**src/rtl/core/i2c_crc_pkg.sv**
```systemverilog
// ----------------------------------------------------------------------------
// I2C CRC word reader package
// Word types of the tick and result channels, command and status codes,
// CRC-8 constants and default timing values shared by the design.
// ----------------------------------------------------------------------------
`default_nettype none

package i2c_crc_pkg;

  // Command codes carried in the opcode field.
  localparam logic [2:0] OP_START     = 3'd0;
  localparam logic [2:0] OP_STOP      = 3'd1;
  localparam logic [2:0] OP_WRITE     = 3'd2;
  localparam logic [2:0] OP_READ      = 3'd3;
  localparam logic [2:0] OP_READ_WORD = 3'd4;

  // Completion status codes.
  localparam logic [1:0] STATUS_OK      = 2'd0;
  localparam logic [1:0] STATUS_NACK    = 2'd1;
  localparam logic [1:0] STATUS_CRC     = 2'd2;
  localparam logic [1:0] STATUS_TIMEOUT = 2'd3;

  // CRC-8 with polynomial x^8+x^5+x^4+1, processed MSB first.
  localparam logic [7:0] CRC_POLY = 8'h31;
  localparam logic [7:0] CRC_INIT = 8'hFF;

  // Default bus timing, in ticks.
  localparam int STRETCH_WAIT_TICKS_DEF = 1000;
  localparam int HOLD_TICKS_DEF         = 10;
  localparam int GAP_TICKS_DEF          = 20;
  localparam int HIGH_TICKS_DEF         = 5;

  // One tick word: optional command plus sampled pin levels.
  typedef struct packed {
    logic       cmd_valid;
    logic [2:0] opcode;
    logic [7:0] tx_byte;
    logic       send_ack;
    logic [7:0] stretch_limit;
    logic       sda_sample;
    logic       scl_sample;
  } tick_t;

  // One result word: pin drives and command status for the tick.
  typedef struct packed {
    logic        scl_drive_low;
    logic        sda_drive_low;
    logic        busy_res;
    logic        done_res;
    logic [15:0] read_data;
    logic [1:0]  status;
  } result_t;

endpackage

`default_nettype wire

```
**src/rtl/core/i2c_master_crc_word_reader_unit.sv**
```systemverilog
// ----------------------------------------------------------------------------
// I2C master with CRC-8 word read
// Open-drain bus sequencer for start, stop, byte write, byte read and a
// CRC-checked word read, advanced by one tick word per cycle when the result side does not stall.
// ----------------------------------------------------------------------------
// Each accepted word is one microsecond tick of the bus sequencer. The block
// takes one tick word every cycle while the result side does not stall, and
// returns exactly one result word for it; a result passes through the input
// register and then the result register. The rate of one word per cycle, when
// not stalled, is set by the combinational update of the sequencer state,
// which also settles up to three chained zero-length steps (end of a byte,
// zero gap, command completion) inside that same cycle. A stalled result
// register holds the input register, which takes a new word as soon as its current word moves on.
`default_nettype none

module i2c_master_crc_word_reader_unit
  import i2c_crc_pkg::*;
#(
  parameter int STRETCH_WAIT_TICKS = STRETCH_WAIT_TICKS_DEF,
  parameter int HOLD_TICKS         = HOLD_TICKS_DEF,
  parameter int GAP_TICKS          = GAP_TICKS_DEF,
  parameter int HIGH_TICKS         = HIGH_TICKS_DEF
) (
  input  wire logic    clk,
  input  wire logic    rst,
  input  wire logic    item_valid,
  output logic         item_ready,
  input  wire tick_t   item,
  output logic         result_valid,
  input  wire logic    result_ready,
  output result_t      result
);

  localparam logic [9:0] STRETCH_CNT = 10'(STRETCH_WAIT_TICKS);
  localparam logic [9:0] HOLD_CNT    = 10'(HOLD_TICKS);
  localparam logic [9:0] GAP_CNT     = 10'(GAP_TICKS);
  localparam logic [9:0] HIGH_CNT    = 10'(HIGH_TICKS);
  localparam logic [9:0] SAMPLE_CNT  = 10'd3;

  typedef enum logic [4:0] {
    PH_IDLE, PH_S0, PH_S1, PH_S2, PH_S3, PH_P0, PH_P1, PH_P2, PH_P3,
    PH_WB, PH_WH, PH_WL, PH_WA, PH_WS, PH_RC, PH_RS, PH_RP, PH_RA,
    PH_RH, PH_RE, PH_RB, PH_DONE
  } phase_t;

  typedef struct packed {
    phase_t      phase;
    logic [9:0]  tick_count;
    logic [3:0]  bit_index;
    logic [1:0]  byte_index;
    logic [2:0]  command_kind;
    logic [7:0]  shift_byte;
    logic [15:0] word_data;
    logic [7:0]  crc_value;
    logic [7:0]  stretch_left;
    logic        final_ack;
    logic [1:0]  error_code;
    logic        scl_pull;
    logic        sda_pull;
    logic [7:0]  limit_q;
  } seq_t;

  localparam seq_t SEQ_RESET = '{
    phase: PH_IDLE, tick_count: 10'd0, bit_index: 4'd0, byte_index: 2'd0,
    command_kind: 3'd0, shift_byte: 8'd0, word_data: 16'd0,
    crc_value: CRC_INIT, stretch_left: 8'd0, final_ack: 1'b0,
    error_code: STATUS_OK, scl_pull: 1'b0, sda_pull: 1'b0, limit_q: 8'd0
  };

  // CRC-8 update over one byte, MSB first.
  function automatic logic [7:0] crc_update(logic [7:0] crc, logic [7:0] b);
    logic [7:0] c;
    c = crc ^ b;
    for (int i = 0; i < 8; i++) begin
      if (c[7]) c = {c[6:0], 1'b0} ^ CRC_POLY;
      else c = {c[6:0], 1'b0};
    end
    return c;
  endfunction

  // One sequencer step, taken when the tick count has run out.
  function automatic seq_t advance(seq_t s, logic sda_in, logic scl_in);
    seq_t       r;
    logic [3:0] bit_next;
    r = s;
    bit_next = s.bit_index + 4'd1;
    case (s.phase)
      PH_S0: begin r.sda_pull = 1'b0; r.tick_count = 10'd1; r.phase = PH_S1; end
      PH_S1: begin r.scl_pull = 1'b0; r.tick_count = 10'd1; r.phase = PH_S2; end
      PH_S2: begin r.sda_pull = 1'b1; r.tick_count = HOLD_CNT; r.phase = PH_S3; end
      PH_S3: begin r.scl_pull = 1'b1; r.tick_count = HOLD_CNT; r.phase = PH_DONE; end
      PH_P0: begin r.scl_pull = 1'b1; r.tick_count = 10'd1; r.phase = PH_P1; end
      PH_P1: begin r.sda_pull = 1'b1; r.tick_count = 10'd1; r.phase = PH_P2; end
      PH_P2: begin r.scl_pull = 1'b0; r.tick_count = HOLD_CNT; r.phase = PH_P3; end
      PH_P3: begin r.sda_pull = 1'b0; r.tick_count = HOLD_CNT; r.phase = PH_DONE; end
      PH_WB: begin
        r.sda_pull = ~s.shift_byte[7];
        r.tick_count = 10'd1;
        r.phase = PH_WH;
      end
      PH_WH: begin r.scl_pull = 1'b0; r.tick_count = HIGH_CNT; r.phase = PH_WL; end
      PH_WL: begin
        r.scl_pull = 1'b1;
        r.shift_byte = {s.shift_byte[6:0], 1'b0};
        r.bit_index = bit_next;
        r.tick_count = 10'd1;
        r.phase = bit_next[3] ? PH_WA : PH_WB;
      end
      PH_WA: begin
        r.sda_pull = 1'b0;
        r.scl_pull = 1'b0;
        r.tick_count = 10'd1;
        r.phase = PH_WS;
      end
      PH_WS: begin
        if (sda_in) r.error_code = STATUS_NACK;
        r.scl_pull = 1'b1;
        r.tick_count = GAP_CNT;
        r.phase = PH_DONE;
      end
      PH_RC: begin
        r.sda_pull = 1'b0;
        r.scl_pull = 1'b0;
        r.stretch_left = (s.command_kind == OP_READ || s.byte_index == 2'd0) ?
                         s.limit_q : 8'd0;
        r.tick_count = 10'd1;
        r.phase = PH_RS;
      end
      PH_RS: begin
        if (scl_in) begin
          r.tick_count = SAMPLE_CNT;
          r.phase = PH_RP;
        end else if (s.stretch_left == 8'd0) begin
          r.error_code = STATUS_TIMEOUT;
          r.tick_count = SAMPLE_CNT;
          r.phase = PH_RP;
        end else begin
          r.stretch_left = s.stretch_left - 8'd1;
          r.tick_count = STRETCH_CNT;
          r.phase = PH_RS;
        end
      end
      PH_RP: begin
        r.shift_byte = {s.shift_byte[6:0], sda_in};
        r.scl_pull = 1'b1;
        r.bit_index = bit_next;
        r.tick_count = 10'd1;
        r.phase = bit_next[3] ? PH_RA : PH_RC;
      end
      PH_RA: begin
        if (s.command_kind == OP_READ_WORD && s.byte_index < 2'd2) r.sda_pull = 1'b1;
        else r.sda_pull = s.final_ack;
        r.tick_count = 10'd1;
        r.phase = PH_RH;
      end
      PH_RH: begin r.scl_pull = 1'b0; r.tick_count = HIGH_CNT; r.phase = PH_RE; end
      PH_RE: begin
        r.scl_pull = 1'b1;
        r.sda_pull = 1'b0;
        r.tick_count = GAP_CNT;
        r.phase = PH_RB;
      end
      PH_RB: begin
        // End of a received byte: finish a single read, collect a word byte, or check the CRC byte.
        r.tick_count = 10'd0;
        if (s.command_kind == OP_READ) begin
          r.phase = PH_DONE;
        end else if (s.byte_index == 2'd2) begin
          if (s.error_code == STATUS_OK && s.crc_value != s.shift_byte) begin
            r.error_code = STATUS_CRC;
          end
          r.phase = PH_DONE;
        end else begin
          if (s.byte_index == 2'd0) r.word_data = {s.shift_byte, 8'd0};
          else r.word_data = {s.word_data[15:8], s.shift_byte};
          r.crc_value = crc_update(s.crc_value, s.shift_byte);
          if (s.error_code != STATUS_OK) begin
            r.phase = PH_DONE;
          end else begin
            r.byte_index = s.byte_index + 2'd1;
            r.bit_index = 4'd0;
            r.phase = PH_RC;
          end
        end
      end
      PH_DONE: begin r.phase = PH_IDLE; r.tick_count = 10'd0; end
      default: begin r.phase = PH_IDLE; r.tick_count = 10'd0; end
    endcase
    return r;
  endfunction

  // Input register and its handshake.
  tick_t item_q;
  logic  item_q_valid;
  logic  fire;

  assign fire       = item_q_valid && (!result_valid || result_ready);
  assign item_ready = !item_q_valid || fire;

  always_ff @(posedge clk) begin
    if (rst) begin
      item_q_valid <= 1'b0;
    end else if (item_valid && item_ready) begin
      item_q_valid <= 1'b1;
    end else if (fire) begin
      item_q_valid <= 1'b0;
    end
    if (item_valid && item_ready) item_q <= item;
  end

  // Sequencer update for one tick, with up to three chained zero-length steps.
  seq_t    state;
  seq_t    st0;
  seq_t    st1;
  seq_t    st2;
  seq_t    state_next;
  result_t result_next;
  logic    done_now;

  always_comb begin
    st0 = state;
    if (state.phase == PH_IDLE) begin
      if (item_q.cmd_valid && item_q.opcode <= OP_READ_WORD) begin
        st0.command_kind = item_q.opcode;
        st0.error_code = STATUS_OK;
        st0.bit_index = 4'd0;
        st0.byte_index = 2'd0;
        st0.final_ack = item_q.send_ack;
        st0.limit_q = item_q.stretch_limit;
        st0.crc_value = CRC_INIT;
        st0.tick_count = 10'd0;
        case (item_q.opcode)
          OP_START: st0.phase = PH_S0;
          OP_STOP:  st0.phase = PH_P0;
          OP_WRITE: begin
            st0.shift_byte = item_q.tx_byte;
            st0.phase = PH_WB;
          end
          default: begin
            st0.shift_byte = 8'd0;
            st0.word_data = 16'd0;
            st0.phase = PH_RC;
          end
        endcase
      end
    end else begin
      st0.tick_count = state.tick_count - 10'd1;
    end

    st1 = (st0.phase != PH_IDLE && st0.tick_count == 10'd0) ?
          advance(st0, item_q.sda_sample, item_q.scl_sample) : st0;
    st2 = (st1.phase != PH_IDLE && st1.tick_count == 10'd0) ?
          advance(st1, item_q.sda_sample, item_q.scl_sample) : st1;
    state_next = (st2.phase != PH_IDLE && st2.tick_count == 10'd0) ?
                 advance(st2, item_q.sda_sample, item_q.scl_sample) : st2;

    // A command completes exactly when a running sequence falls back to idle.
    done_now = (state.phase != PH_IDLE) && (state_next.phase == PH_IDLE);

    result_next.scl_drive_low = state_next.scl_pull;
    result_next.sda_drive_low = state_next.sda_pull;
    result_next.busy_res      = state_next.phase != PH_IDLE;
    result_next.done_res      = done_now;
    result_next.read_data     = 16'd0;
    if (done_now) begin
      if (state_next.command_kind == OP_READ) begin
        result_next.read_data = {8'd0, state_next.shift_byte};
      end else if (state_next.command_kind == OP_READ_WORD) begin
        result_next.read_data = state_next.word_data;
      end
    end
    result_next.status = done_now ? state_next.error_code : STATUS_OK;
  end

  // Sequencer state and result register.
  always_ff @(posedge clk) begin
    if (rst) begin
      state <= SEQ_RESET;
      result_valid <= 1'b0;
    end else if (fire) begin
      state <= state_next;
      result_valid <= 1'b1;
    end else if (result_ready) begin
      result_valid <= 1'b0;
    end
    if (fire) result <= result_next;
  end

`ifndef SYNTHESIS
  // The tick count runs exactly while a command is in progress.
  a_idle_count: assert property (@(posedge clk) disable iff (rst)
    (state.phase == PH_IDLE) == (state.tick_count == 10'd0))
    else $error("tick count out of step with sequencer phase");

  // A completing tick reports the command as no longer busy.
  a_done_not_busy: assert property (@(posedge clk) disable iff (rst)
    result_valid && result.done_res |-> !result.busy_res)
    else $error("done result still marked busy");

  // Data and status are zero on every tick without completion.
  a_quiet_fields: assert property (@(posedge clk) disable iff (rst)
    result_valid && !result.done_res |-> result.status == STATUS_OK &&
    result.read_data == 16'd0)
    else $error("status or data set without done");

  // A processed tick always lands in the result register.
  a_fire_result: assert property (@(posedge clk) disable iff (rst)
    fire |=> result_valid)
    else $error("processed tick produced no result word");
`endif

endmodule

`default_nettype wire
```
**config.mk**
```make
export PLATFORM = sky130hd
export DESIGN_NAME = i2c_master_crc_word_reader_unit
export DESIGN_NICKNAME = d
export VERILOG_FILES = /design/src/rtl/core/i2c_crc_pkg.sv /design/src/rtl/core/i2c_master_crc_word_reader_unit.sv
export SDC_FILE = /design/constraint.sdc
export NUM_CORES = 1
export LEC_CHECK = 0
export BUFFER_PORTS_ARGS = -buffer_cell sky130_fd_sc_hd__buf_2
export CORE_ASPECT_RATIO = 1.5
export CORE_MARGIN = 1
export CORE_UTILIZATION = 45
export CTS_CLUSTER_SIZE = 40
export DETAILED_ROUTE_END_ITERATION = 8
export GPL_TIMING_DRIVEN = 0
export PLACE_DENSITY = 0.64
export SYNTH_ARGS = -nofsm -noshare
export SYNTH_HDL_FRONTEND = slang
export SYNTH_SLANG_ARGS = --single-unit
```
**constraint.sdc**
```tcl
create_clock -name clk -period 10 [get_ports clk]
set_clock_uncertainty 0.1 [all_clocks]
set_input_delay 0.5 -clock clk [delete_from_list [all_inputs] [get_ports clk]]
set_output_delay 0.5 -clock clk [all_outputs]
set_load 0.05 [all_outputs]
```
==> results.toml, run 1 <==
[cts]
clk_latency_ps = 420
clock_path_buffers = 2
clk_pin_slew_ps = 60
cts_root_buffer = "clkbuf_16"
cts_hold_buf = 0
cts_buffers = 17
cts_tree = "built"
cts_setup_buffers = 0
cts_sinks = 124
h-tree-depth = 4
cts_resized = 0

[setup_path]
path_class = "flip-flop to flip-flop"
crit_fanout = 10
crit_top_cell = "clkbuf_1"
worstPathRequired_ps = 10230
slowest_delay_ps = 510
start_kind = "flip-flop"
critPathSlowestCell = "nor4_1"
cp_data_arrival_time_ps = 6250
worstPathCellList = "clkbuf_1 -> nor4_1 -> clkbuf_1 -> nand4_1 -> clkbuf_1 -> clkbuf_1 -> nand2_1 -> inv_1 -> ha_1 -> nor4_1 -> a21oi_1 -> nor3_1 -> mux2i_1 -> ha_1 -> nand2b_1 -> nand4_1 -> nand2b_1 -> mux2_2 -> a211oi_1"
crit_path_end_kind = "flip-flop"

[logic_synthesis]
synth_area_per_cell_um2 = 8.30
yosysWarnings = 0
post-synth-top-area-fraction = 0.202
ys_seq_area_frac = 0.375
async_flop_share = 0
ys.flop_type = "dfxtp_1"
synth_edf_count = 45
synth_area_leaders = "dfxtp_1, edfxtp_1, nor2_1, a21oi_1, nand2_1"
netlist_area_um2 = 7830
synthDistinctLibCells = 85
ys_seq_elements = 124
synth_nets = 979
synthCells = 943
synth_top_area_cell = "dfxtp_1"

[global_routing]
grt.overflow.total = 0
grtUsageTotal = 0.318
grt_pass1_vias = 7680
grt_pass1_wl_um = 42400
grt_max_degree = 32
antenna_found_initial = 0

[place]
dp_slack_ps = 4140
place_hpwl_um = 20700
gp_congestion = 0.968
io_buffers = 49
dp_cells = 1202

[power_and_ir_drop]
intPower_w = 0.000969
p_comb_frac = 0.192
switching_power_w = 0.000456
ir_drop_mv = 0.0971
p_per_area_nw_per_um2 = 160
clkPwrFrac = 0.419
seqPwrFrac = 0.389
p_leak_nw = 3.15
switching_share = 0.320

[layout]
fillers = 1637
diodes = 0
utilization = 0.526
layout-drive-gt1-share = 0.117
finalNonFillerCells = 1234
areaGrowthSynthToFinish_pct = 13.7
nNetsFinal = 1047

[detailed_routing]
routedWlPerCell_um = 22.3
finalWirelength_um = 27500
dr.pass1.iters = 7
drc = 0
detail_route.vias_per_cell = 6.42
drt_iter0_drc = 790
ant_nets = 0
vias = 7924

[die]
die_area_um2 = 17900
fp-row-count = 58
die_x_um = 110
boundaryPins = 51
start_util = 0.463
die_h_um = 164
fp.coreArea_um2 = 16900

[timing]
drv_slew = 0
hold_slack_ps = 155
setup_tns_ps = 0
clock.fmax_ghz = 0.166
hold_violations = 0
finalSetupViolCount = 0
layout_worst_path_cycle_share = 0.602
worst_slew_margin_rel = 0.201
rsz0062_at_grt = "no"
setup_ws_ps = 3980
finalCriticalPeriod_ps = 6020
tightest_slew_ps = 1200

[worst_hold_path]
hp-class = "input port to flip-flop"

[outcome]
status = "completed"

[run]
max-cap-violations = 0
==> worst paths after layout <==
path | start | depth (start not counted) | slack [ps] | end
worst max-delay path | state[73] | 19 | 3980 | st0[13]
worst min-delay path | item[7] | 1 | 160 | item_q[7]
worst max register to register | state[73] | 19 | 3980 | st0[13]
worst min register to register | state[0] | 2 | 350 | state[0]
==> worst max-delay path, delay by kind of cell, from the launching register on <==
family	cells	cell delay [ps]
fa+ha+maj	2	430
mux	2	520
compound gates	2	340
simple gates	8	2750
buf+inv	5	1480
flops	1	290
==> state kept, by name, indices dropped and copies added, names as in the netlist <==
| register | cells |
|---|---|
| item_q | 23 |
| item_q_valid | 1 |
| result | 22 |
| result_valid | 1 |
| st0 | 10 |
| state | 67 |
==> per-stage QoR <==
stage / area [um^2] / total power [W]
2_1_floorplan: 7830 / 0.000745
3_3_place_gp: 8330 / 0.000830
3_5_place_dp: 8340 / 0.000829
4_1_cts: 8900 / 0.00142
5_1_grt: 8900 / 0.00147
6_report: 8900 / 0.00142
==> layout by cell type (no fill, tap or decap), types with 6 or more instances in the layout <==
master and n:
xor2_1 9, a21o_1 6, a211oi_1 11, and2_1 11, a21oi_1 72, or3_1 6
nand4_1 11, inv_1 19, nor2b_1 8, xnor2_1 28, or2_2 6, edfxtp_1 45
nand3_1 27, o32ai_1 7, clkbuf_1 56, nor4_1 8, o211ai_1 11, inv_6 6
clkbuf_16 17, a31oi_1 8, and3_1 16, nand2_1 83, mux2i_1 25, nand2b_1 15
o21ai_0 46, nor2_1 106, or4_1 6, nor3_1 29, a22o_1 10, dfxtp_1 79
a22oi_1 29, buf_2 63, o31ai_1 7, ha_1 9, o22ai_1 21, o211a_1 6
==> Yosys cell counts (16+ instances only) <==
cell,instances
a21oi_1,72
a22oi_1,29
and3_1,16
clkbuf_1,55
dfxtp_1,79
edfxtp_1,45
inv_1,19
mux2i_1,25
nand2_1,83
nand3_1,27
nor2_1,106
nor3_1,29
o21ai_0,46
o22ai_1,21
xnor2_1,28
==> per-layer routing <==
layer,routed length [um],global-route usage,part of all wire
met1,10400,0.360,0.38
met2,14000,0.553,0.51
met3,1510,0.0447,0.055
met4,1570,0.198,0.057
met5,0,0,0
==> logic make-up after synthesis <==
group           count (synthesis)  synth area share
simple gates                  356             0.227
xor+xnor                       37            0.0414
mux                            28            0.0363
buf+inv                        95            0.0486
flops                         124             0.375
fa+ha+maj                       9            0.0144
compound gates                294             0.257
==> power by group through the flow <==
stage | logic (W) | registers (W) | clock network [W]
2_1_floorplan | 0.000170 | 0.000575 | 0
3_3_place_gp | 0.000265 | 0.000565 | 0
3_5_place_dp | 0.000264 | 0.000565 | 0
4_1_cts | 0.000266 | 0.000554 | 0.000601
5_1_grt | 0.000292 | 0.000556 | 0.000621
6_report | 0.000273 | 0.000554 | 0.000597
==> cell type report <==
class	instances	area (um^2)	share of cell area
repair buffers	49	245	0.0276
flip-flops and latches	124	2930	0.330
plain buffers	74	303	0.0340
multi-input cells	724	4510	0.507
clock buffers	18	429	0.0482
inverters	21	78.8	0.00886
well taps	210	263	0.0295
clock inverters	14	133	0.0149
Note: power is estimated with default switching activity, not from simulation.
==> inputs of run 2 (changes only) <==
==> constraint.sdc (replaced) <==
create_clock -name clk -period 6.32 [get_ports clk]
set_clock_uncertainty 0.1 [all_clocks]
set_input_delay 0.316 -clock clk [delete_from_list [all_inputs] [get_ports clk]]
set_output_delay 0.316 -clock clk [all_outputs]
set_load 0.05 [all_outputs]
==> results.toml, run 2 (synthesis results as in run 1) <==
[outcome]
status = "completed"

[cts]
clock_path_buffers = 2
cts_sinks = 124
cts_buffers = 17
h-tree-depth = 4
cts_tree = "built"
cts_root_buffer = "clkbuf_16"
clk_pin_slew_ps = 70
cts_setup_buffers = 0
clk_latency_ps = 410

[die]
boundaryPins = 51
die_h_um = 164
die_area_um2 = 17900
fp-row-count = 58
fp.coreArea_um2 = 16900
start_util = 0.463
die_x_um = 110

[layout]
areaGrowthSynthToFinish_pct = 16.7
nNetsFinal = 1070
top_regs = "state: 67 flops, item_q: 23 flops, result: 22 flops"
final_common_cell = "nor2_1"
diodes = 0
final_area_um2 = 9130
final_cell_mix = "nor2_1, nand2_1, dfxtp_1"
layout-drive-gt1-share = 0.116
top_register = "state"
largest_reg_flops = 67

[global_routing]
use_met3 = 0.0447
top_usage_layer = "met2"
grt_use_met2 = 0.560
grtUsageTotal = 0.320
antenna_found_initial = 0
grt_pass1_vias = 7764
grt_max_degree = 32
met1_usage = 0.361
grt_pass1_wl_um = 42700
grt.overflow.total = 0

[setup_path]
rrSetupSlack_ps = 430
start_kind = "flip-flop"
worstPathCellList = "clkbuf_1 -> nor4_2 -> clkbuf_1 -> nand4_1 -> clkbuf_1 -> clkbuf_1 -> nand2_1 -> inv_1 -> ha_1 -> nor4_1 -> nor2b_1 -> a211oi_1 -> nand3_1 -> o211ai_1 -> a31o_2 -> o21ai_0 -> nand2_1 -> a2111oi_0"
cpLargestDelayFamily = "simple AND/OR/NAND/NOR gates"
path_class = "flip-flop to flip-flop"
crit_fanout = 10
cp_data_arrival_time_ps = 5950
crit_path_end_kind = "flip-flop"
worstPathRequired_ps = 6380
r2r-end = "result[14]"
timing.rr.start = "state[73]"
critPathSlowestCell = "a2111oi_0"
crit_top_cell = "clkbuf_1"
slowest_delay_ps = 460
ff2ff_path_depth = 18
critPathBufInv = 5

[detailed_routing]
vias = 8007
finalWirelength_um = 27700
routedWlPerCell_um = 22.1
drt_iter0_drc = 818
detail_route.vias_per_cell = 6.37
ant_nets = 0
dr.pass1.iters = 8
drc = 0

[timing]
tightest_slew_ps = 1210
finalCriticalPeriod_ps = 5890
layout_worst_path_cycle_share = 0.932
worst_slew_margin_rel = 0.195
clock.fmax_ghz = 0.170
hold_violations = 0
setup_tns_ps = 0
rsz0062_at_grt = "no"
drv_slew = 0
finalSetupViolCount = 0

[worst_hold_path]
hold_start = "item_valid"
hp-class = "input port to flip-flop"
hold_path_depth = 3
worstHoldEndpoint = "item_q_valid"

[place]
dpl_cell_area_um2 = 8340
place_hpwl_um = 20700
io_buffers = 49
gp_congestion = 0.968

[run]
max-cap-violations = 0

[power_and_ir_drop]
p_leak_nw = 3.25
ir_drop_mv = 0.154
p_per_area_nw_per_um2 = 248
==> run 2: changes by cell type in the layout (fill, tap and decap cells not counted), sizes merged <==
| cell | before | now |
|---|---|---|
| dlygate4sd3 | 0 | 23 |
==> run 2: repair_timing <==
| action | CTS | global route |
|---|---|---|
| gates resized for setup | 0 | 1 |
| hold buffers | 23 | 0 |
| setup endpoints to repair | 0 | 2 |
| endpoints found under the hold margin | 23 | 0 |
==> run 2: report_power, final <==
group / total, W / internal (W) / switching, W
Combinational: 0.000443 / 0.000136 / 0.000308
Sequential: 0.000877 / 0.000857 / 0.0000199
Clock: 0.000945 / 0.000549 / 0.000396
Total: 0.00227 / 0.00154 / 0.000723
==> run 2: worst max-delay path by stage <==
stage / start / to / slack (ps) / depth (start not counted)
detailed placement: state[73] / result[14] / 460 / 18
global placement: state[73] / result[15] / 470 / 18
global route: state[73] / result[14] / 110 / 18
floorplan: state[73] / st0[13] / 1930 / 19
CTS: state[73] / result[14] / 420 / 18
finish: state[73] / result[14] / 430 / 18
==> run 2: per-stage QoR <==
stage / utilization / cells / worst slack (ps) / hold slack (ps) / total power [W]
floorplan: - / 943 / 1930 / 315 / 0.00118
global placement: 0.493 / 1202 / 472 / 343 / 0.00131
detailed placement: 0.493 / 1202 / 458 / 347 / 0.00131
CTS: 0.540 / 1257 / 425 / 17.8 / 0.00226
global route: 0.540 / 1257 / 112 / 51.7 / 0.00234
finish: 0.540 / 1257 / 428 / 16.9 / 0.00227
==> run 2: worst reg2reg max path, cell delays in order (launching register included) <==
cell       delay [ps]
dfxtp_1           290
clkbuf_1          230
nor4_2            400
clkbuf_1          430
nand4_1           370
clkbuf_1          400
clkbuf_1          330
nand2_1           170
inv_1              80
ha_1              270
nor4_1            450
nor2b_1           210
a211oi_1          100
nand3_1           240
o211ai_1          130
a31o_2            320
o21ai_0           370
nand2_1           290
a2111oi_0         470
==> run 2: area by class of cell <==
| cell class | count | area [um^2] |
|---|---|---|
| plain buffers | 74 | 303 |
| clock buffers | 18 | 429 |
| clock inverters | 14 | 133 |
| fillers | 1609 | 7770 |
| inverters | 21 | 78.8 |
| multi-input cells | 724 | 4520 |
| flip-flops and latches | 124 | 2930 |
| well taps | 210 | 263 |
| repair buffers | 72 | 475 |
==> run 2: routing by layer <==
layer / routed length [um] / vias up / part of all wire
li1: - / 3699 / -
met1: 10400 / 3847 / 0.37
met2: 14200 / 361 / 0.51
met3: 1550 / 100 / 0.056
met4: 1570 / 0 / 0.056
met5: 0 / - / 0
